**config.mk**
```make
export PLATFORM = sky130hd
export DESIGN_NAME = lru_move_to_front_list_unit
export DESIGN_NICKNAME = d
export VERILOG_FILES = /design/src/sv/lmtf_pkg.sv /design/src/sv/lmtf_store.sv /design/src/sv/lmtf_ctrl.sv /design/src/sv/lru_move_to_front_list_unit.sv
export SDC_FILE = /design/constraint.sdc
export NUM_CORES = 2
export LEC_CHECK = 0
export BUFFER_PORTS_ARGS = -buffer_cell sky130_fd_sc_hd__buf_2
export CORE_ASPECT_RATIO = 0.8
export CORE_MARGIN = 4
export CORE_UTILIZATION = 55
export CTS_CLUSTER_DIAMETER = 40
export DETAILED_ROUTE_END_ITERATION = 7
export GPL_ROUTABILITY_DRIVEN = 0
export PLACE_DENSITY = 0.8
export SLEW_MARGIN = 20
export SYNTH_ARGS = -nofsm -noshare
export SYNTH_HDL_FRONTEND = slang
export SYNTH_HIERARCHICAL = 1
export SYNTH_SLANG_ARGS = --single-unit
```
**constraint.sdc**
```tcl
create_clock -name clk -period 17.9 [get_ports clk]
set_clock_uncertainty 0.1 [all_clocks]
set_input_delay 0 -clock clk [delete_from_list [all_inputs] [get_ports clk]]
set_output_delay 0 -clock clk [all_outputs]
set_load 0.05 [all_outputs]
```
**src/sv/lmtf_pkg.sv**
```systemverilog
`timescale 1ns / 1ps
// Package for the move-to-front recency list: sizes, request and status codes,
// sequencer states and the command bundle from the sequencer to the list store.
// No dependencies.
package lmtf_pkg;

  localparam int CAPACITY  = 64;
  localparam int PAGE_BITS = 52;
  localparam int PAGE_W    = 52;
  localparam int STATUS_W  = 3;
  localparam int HITPOS_W  = 6;
  localparam int OCC_W     = 7;
  localparam int IDX_W     = $clog2(CAPACITY);
  localparam int CNT_W     = $clog2(CAPACITY + 1);

  typedef logic [PAGE_BITS-1:0] entry_t;
  typedef logic [IDX_W-1:0]     addr_t;
  typedef logic [CNT_W-1:0]     count_t;

  typedef enum logic {
    OP_TOUCH  = 1'b0,
    OP_REMOVE = 1'b1
  } opcode_t;

  typedef enum logic [STATUS_W-1:0] {
    ST_INSERTED  = 3'd0,
    ST_HIT       = 3'd1,
    ST_REMOVED   = 3'd2,
    ST_NOT_FOUND = 3'd3,
    ST_FULL      = 3'd4
  } status_t;

  typedef enum logic [2:0] {
    S_IDLE,
    S_SEARCH_RD,
    S_SEARCH_CMP,
    S_MOVE_RD,
    S_MOVE_WR,
    S_RESULT
  } ctrl_state_t;

  typedef struct packed {
    logic  load_key;
    logic  rd_en;
    addr_t rd_addr;
    logic  wr_en;
    addr_t wr_addr;
    logic  wr_key;
  } store_cmd_t;

endpackage

```
**src/sv/lmtf_store.sv**
```systemverilog
`timescale 1ns / 1ps
// List store: the entry memory, the key register and the shared equality comparator.
// Depends on lmtf_pkg.
module lmtf_store import lmtf_pkg::*; (
  input  logic              clk,
  input  store_cmd_t        cmd,
  input  logic [PAGE_W-1:0] page_id,
  output logic              match
);

  entry_t mem [CAPACITY];
  entry_t key;
  entry_t rdata;

  always_ff @(posedge clk) begin
    if (cmd.load_key) begin
      key <= page_id[PAGE_BITS-1:0];
    end
  end

  always_ff @(posedge clk) begin
    if (cmd.wr_en) begin
      mem[cmd.wr_addr] <= cmd.wr_key ? key : rdata;
    end
  end

  always_ff @(posedge clk) begin
    if (cmd.rd_en) begin
      rdata <= mem[cmd.rd_addr];
    end
  end

  // One comparator serves every step of the search.
  assign match = (rdata == key);

endmodule

```
**src/sv/lmtf_ctrl.sv**
```systemverilog
`timescale 1ns / 1ps
// Sequencer for the recency list: walks the entries to search, then moves them
// one at a time to open or close a gap. Depends on lmtf_pkg.
module lmtf_ctrl import lmtf_pkg::*; (
  input  logic                clk,
  input  logic                rst,
  input  logic                start,
  input  logic                opcode,
  input  logic                match,
  output store_cmd_t          cmd,
  output logic                busy,
  output logic                done,
  output logic [STATUS_W-1:0] status,
  output logic [HITPOS_W-1:0] hit_position,
  output logic [OCC_W-1:0]    occupancy
);

  ctrl_state_t state, state_next;
  opcode_t     op;
  count_t      idx;
  count_t      count;
  addr_t       pos;
  status_t     result;
  count_t      idx_inc;
  logic        accept;
  logic        at_end;
  logic        is_full;
  logic        last_move;

  assign accept    = start && (state == S_IDLE);
  assign idx_inc   = idx + count_t'(1);
  assign at_end    = (idx == count);
  assign is_full   = (count == count_t'(CAPACITY));
  assign last_move = (op == OP_REMOVE) ? (idx_inc >= count) : (idx == '0);

  always_comb begin
    state_next = state;
    case (state)
      S_IDLE: begin
        if (start) state_next = S_SEARCH_RD;
      end
      S_SEARCH_RD: begin
        if (!at_end) begin
          state_next = S_SEARCH_CMP;
        end else if (op == OP_REMOVE || is_full) begin
          state_next = S_RESULT;
        end else begin
          state_next = S_MOVE_RD;
        end
      end
      S_SEARCH_CMP: begin
        state_next = match ? S_MOVE_RD : S_SEARCH_RD;
      end
      S_MOVE_RD: begin
        state_next = last_move ? S_RESULT : S_MOVE_WR;
      end
      S_MOVE_WR: state_next = S_MOVE_RD;
      S_RESULT:  state_next = S_IDLE;
      default:   state_next = S_IDLE;
    endcase
  end

  always_comb begin
    cmd          = '0;
    cmd.load_key = accept;
    cmd.wr_addr  = idx[IDX_W-1:0];
    case (state)
      S_SEARCH_RD: begin
        cmd.rd_en   = !at_end;
        cmd.rd_addr = idx[IDX_W-1:0];
      end
      S_MOVE_RD: begin
        if (op == OP_TOUCH && last_move) begin
          // The front slot takes the requested page.
          cmd.wr_en  = 1'b1;
          cmd.wr_key = 1'b1;
        end else if (!last_move) begin
          cmd.rd_en   = 1'b1;
          cmd.rd_addr = (op == OP_REMOVE) ? idx_inc[IDX_W-1:0]
                                          : addr_t'(idx - count_t'(1));
        end
      end
      S_MOVE_WR: begin
        cmd.wr_en = 1'b1;
      end
      default: ;
    endcase
  end

  always_ff @(posedge clk) begin
    if (rst) begin
      state <= S_IDLE;
      count <= '0;
    end else begin
      state <= state_next;
      case (state)
        S_IDLE: begin
          if (start) begin
            op     <= opcode_t'(opcode);
            idx    <= '0;
            pos    <= '0;
            result <= ST_NOT_FOUND;
          end
        end
        S_SEARCH_RD: begin
          if (at_end) begin
            if (op == OP_REMOVE) begin
              result <= ST_NOT_FOUND;
            end else if (is_full) begin
              result <= ST_FULL;
            end else begin
              // A miss opens a slot at the front by moving every entry back.
              result <= ST_INSERTED;
            end
          end
        end
        S_SEARCH_CMP: begin
          if (match) begin
            pos    <= idx[IDX_W-1:0];
            result <= (op == OP_REMOVE) ? ST_REMOVED : ST_HIT;
          end else begin
            idx <= idx_inc;
          end
        end
        S_MOVE_RD: begin
          if (last_move) begin
            if (op == OP_REMOVE) begin
              count <= count - count_t'(1);
            end else if (result == ST_INSERTED) begin
              count <= count + count_t'(1);
            end
          end
        end
        S_MOVE_WR: begin
          idx <= (op == OP_REMOVE) ? idx_inc : idx - count_t'(1);
        end
        default: ;
      endcase
    end
  end

  assign busy         = (state != S_IDLE);
  assign done         = (state == S_RESULT);
  assign status       = result;
  assign hit_position = HITPOS_W'(pos);
  assign occupancy    = OCC_W'(count);

`ifndef NO_ASSERTIONS
  a_count_bound: assert property (@(posedge clk) disable iff (rst)
    count <= count_t'(CAPACITY))
    else $error("occupancy above capacity");

  a_done_idle: assert property (@(posedge clk) disable iff (rst)
    done |=> !busy)
    else $error("result beat not followed by idle");

  a_accept_busy: assert property (@(posedge clk) disable iff (rst)
    (start && !busy) |=> busy)
    else $error("accepted request did not make the block busy");

  a_write_after_read: assert property (@(posedge clk) disable iff (rst)
    (state == S_MOVE_WR) |-> ($past(state) == S_MOVE_RD))
    else $error("entry move written without a preceding read");
`endif

endmodule

```
**src/sv/lru_move_to_front_list_unit.sv**
```systemverilog
`timescale 1ns / 1ps
// Move-to-front recency list of page numbers, most recent first.
// Depends on lmtf_pkg, lmtf_store and lmtf_ctrl.
//
// Usage: raise start with opcode and page_id while busy is low; the request is
// taken at that clock edge and busy stays high until the result has gone out.
// A touch (opcode 0) moves a found page to the front or, if the list has room,
// inserts a new one there; a remove (opcode 1) deletes the page and closes
// the gap behind it. Each request yields exactly one result beat: done is high
// for one cycle with status, hit_position and occupancy valid. The receiver
// cannot stall, so the beat is taken at the edge that ends that cycle.
// Search and move: the search reads one entry at a time through the memory's
// one read port and one comparator, and each entry move costs a read state and
// a write state. busy drops in the cycle after the result beat, when the next
// request can be taken.
// Reset (rst, synchronous) empties the list at once; the entries themselves are
// not cleared, since only those below the occupancy are ever read.
module lru_move_to_front_list_unit import lmtf_pkg::*; (
  input  logic                clk,
  input  logic                rst,
  input  logic                start,
  input  logic                opcode,
  input  logic [PAGE_W-1:0]   page_id,
  output logic                busy,
  output logic                done,
  output logic [STATUS_W-1:0] status,
  output logic [HITPOS_W-1:0] hit_position,
  output logic [OCC_W-1:0]    occupancy
);

  store_cmd_t cmd;
  logic       match;

  lmtf_store u_store (
    .clk     (clk),
    .cmd     (cmd),
    .page_id (page_id),
    .match   (match)
  );

  lmtf_ctrl u_ctrl (
    .clk          (clk),
    .rst          (rst),
    .start        (start),
    .opcode       (opcode),
    .match        (match),
    .cmd          (cmd),
    .busy         (busy),
    .done         (done),
    .status       (status),
    .hit_position (hit_position),
    .occupancy    (occupancy)
  );

endmodule
```
==> impl_metrics.yaml <==
critical_path:
  worstPathRequired_ns: 18.42
  cp-start-kind: "flip-flop"
  path_max_fanout: 38
  end_kind: "flip-flop"
  crit_arrival_ns: 9.17
  worstReg2RegStart: "u_ctrl/idx[1]"
  crit_start: "u_ctrl/idx[1]"
  timing_worst_setup_path_type: "reg -> reg"
detailed_routing:
  viasPerCell: 7.32
  ant_nets: 0
  top_layer: "met5"
  firstDrtPassIters: 8
  wl_met2_um: 185000
  routed_wl_um: 407000
  wl_per_cell_um: 42.6
  route.detailed.drc: 0
  drt_first_iter_violations: 13700
  num_vias: 69900
  wl_met3_um: 69100
  wl_met1_um: 123000
clock_tree:
  cts_resized: 0
  cts_tree: "yes"
  clock_path_buffers: 4
  cts_sinks: 3459
  cts-root-buf: "clkbuf_16"
  cts_buffers: 373
  clkLatencyLatePin_ns: 0.93
  htreeDepth: 5
  cts.clk_slew.worst_paths_ns: 0.07
synthesis:
  async_flop_share: 0
  synth.distinct_cells: 62
  synth_edf_count: 3449
  ys_ff_latch: 3459
  netlist_instances: 5699
  syn-num-nets: 5770
  syn-cell-area_um2: 132000
  yosysWarningCount: 6
  synth_seq_area_share: 0.784
  synthFlopType: "edfxtp_1"
  avgSynthCellArea_um2: 23.2
sta:
  final_max_slew_viol_count: 0
  worst_slew_pin_slew_ns: 1.28
  relSlewSlack: 0.146
  setup-tns-final_ns: 0
  timing.final.crit_share: 0.483
  rsz0062_at_grt: "no"
  max_freq_ghz: 0.116
  setup_viol: 0
  final-hold-violation-count: 0
  min_period_ns: 8.65
run:
  maxCapViolations: 0
grt:
  grt_pass1_vias: 70900
  grt_pass1_wl_um: 565000
  overflow: 0
  antenna_found_initial: 12
  track_usage: 0.330
  grt_max_degree: 145
die:
  core_region_area_um2: 239000
  die_area_um2: 249000
  die_w_um: 557
  rows: 160
  initial_core_util: 0.555
  die_h_um: 447
  pin_count: 74
pwr:
  powerDensity_nw_per_um2: 120
  peakVddDrop_mv: 0.0963
  finalPower_mw: 18.1
  p_leak_nw: 45.6
worst_hold_path:
  holdCritStartpoint: "start"
  min_path_type: "in -> reg"
layout:
  fillerInstances: 14600
  multiInputGateArea_um2: 27900
  fin_nets: 6170
  area_growth_pct: 13.7
  ff_latch_area_um2: 104000
  drive_above_1_share: 0.291
place:
  hpwlAfterDp_um: 190000
  port_buffers: 73
status:
  run_status: "finished, final reports clean"
[synth_stat cells, types with 15 or more instances]
master / number / area (um^2)
nor2_1: 197 / 739
mux2i_1: 116 / 1160
xnor2_1: 36 / 315
nand2_1: 43 / 161
edfxtp_1: 3449 / 104000
a21oi_1: 114 / 571
o22ai_1: 152 / 951
buf_4: 27 / 203
mux4_2: 904 / 20400
nor3_1: 16 / 80.1
mux2_2: 54 / 608
xor2_1: 35 / 307
buf_2: 103 / 515
o221ai_1: 48 / 420
inv_1: 15 / 56.3
o21ai_0: 17 / 85.1
buf_1: 40 / 150
clkbuf_1: 136 / 510
nor2b_1: 19 / 119
[registers in the layout, summed over array words and instances (netlist names)]
signal,flops
u_ctrl/status,3
u_ctrl/hit_position,6
u_ctrl/state,3
u_store/key,52
u_store/rdata,52
u_ctrl/occupancy,7
u_ctrl/op,1
u_ctrl/idx,7
u_store/mem,3328
[cell usage in the layout, fill, tap and decap left out, drive strengths merged, types with 6 or more instances in the layout]
master | synthesis | routed
a21oi | 114 | 114
a22oi | 12 | 12
a311oi | 10 | 10
and2 | 6 | 6
buf | 178 | 229
bufinv | 0 | 31
clkbuf | 136 | 426
clkinv | 0 | 141
clkinvlp | 0 | 25
dfxtp | 10 | 10
dlygate4sd3 | 0 | 110
edfxtp | 3449 | 3449
ha | 14 | 14
inv | 16 | 61
mux2 | 54 | 54
mux2i | 116 | 116
mux4 | 904 | 904
nand2 | 43 | 43
nand2b | 14 | 14
nand3 | 14 | 14
nand4 | 13 | 13
nor2 | 197 | 197
nor2b | 19 | 19
nor3 | 16 | 16
nor4 | 11 | 11
o21ai | 19 | 19
o221ai | 48 | 48
o22ai | 152 | 152
or2 | 6 | 6
xnor2 | 36 | 36
xor2 | 35 | 35
[through the flow]
stage | cell area, um^2 | setup WS (ns) | instances | util | hold slack [ns]
after floorplan | 132000 | 11.99 | 5699 | - | -0.00113
after global placement | 137000 | 9.65 | 8771 | 0.574 | 0.0788
after detailed placement | 137000 | 9.39 | 8771 | 0.574 | 0.0809
after CTS | 150000 | 9.28 | 9549 | 0.630 | 0.000387
after global routing | 151000 | 8.66 | 9551 | 0.631 | 0.0478
final | 151000 | 9.25 | 9554 | 0.631 | 0.0340
[timing repair]
action,in CTS,in global routing
hold buffers,110,0
endpoints found under the setup margin,0,0
setup buffers,0,0
endpoints found under the hold margin,125,0
[worst paths after layout]
check | to | slack, ns | cells after the start
worst max-delay path | u_store/rdata[7] | 9.25 | 20
worst min-delay path | u_ctrl/op | 0.03 | 4
worst max register to register | u_store/rdata[7] | 9.25 | 20
worst min register to register | u_ctrl/occupancy[4] | 0.49 | 2
[logic make-up after synthesis]
| logic type | synth area share |
|---|---|
| buffers and inverters | 0.0115 |
| flip-flops | 0.784 |
| AO/OA/AOI/OAI | 0.0188 |
| adder cells (fa/ha/maj) | 0.00147 |
| AND/OR/NAND/NOR | 0.0127 |
| multiplexers | 0.167 |
| XOR/XNOR | 0.00470 |
[area by class of cell]
type,instances,area share
multi-input combinational,1910,0.185
sequential,3459,0.689
clock inverter,242,0.0169
timing repair buffer,339,0.0182
antenna,3,0.0000499
inverter,16,0.000399
clock buffer,426,0.0637
tap,3159,0.0263
[routing by layer]
| layer | vias up | global-route usage |
|---|---|---|
| met5 | - | 0 |
| met4 | 12 | 0.192 |
| met3 | 1619 | 0.113 |
| met2 | 7374 | 0.494 |
| met1 | 35700 | 0.425 |
| li1 | 25200 | - |
[worst max-delay path, stage by stage (launching register included)]
cell and delay (ns):
edfxtp_1 0.69, ha_1 0.34, nand3_1 0.17, nor2_1 0.23, xnor2_1 0.19, inv_1 0.08, ha_1 0.30, and3_1 0.22
a221o_1 0.34, a31oi_2 0.32, o21ai_1 0.15, buf_4 0.23, o21ai_4 0.42, buf_4 0.75, buf_4 0.73, buf_4 0.75
buf_4 0.66, mux4_2 0.60, mux4_2 0.51, o22ai_1 0.31, nor2_1 0.11
[power breakdown]
| part | total (mW) | internal, mW | switching (mW) |
|---|---|---|---|
| registers | 9.20 | 9.14 | 0.0597 |
| logic | 1.22 | 0.420 | 0.803 |
| clock network | 7.71 | 4.36 | 3.35 |
(Power assumes the default switching activity.)
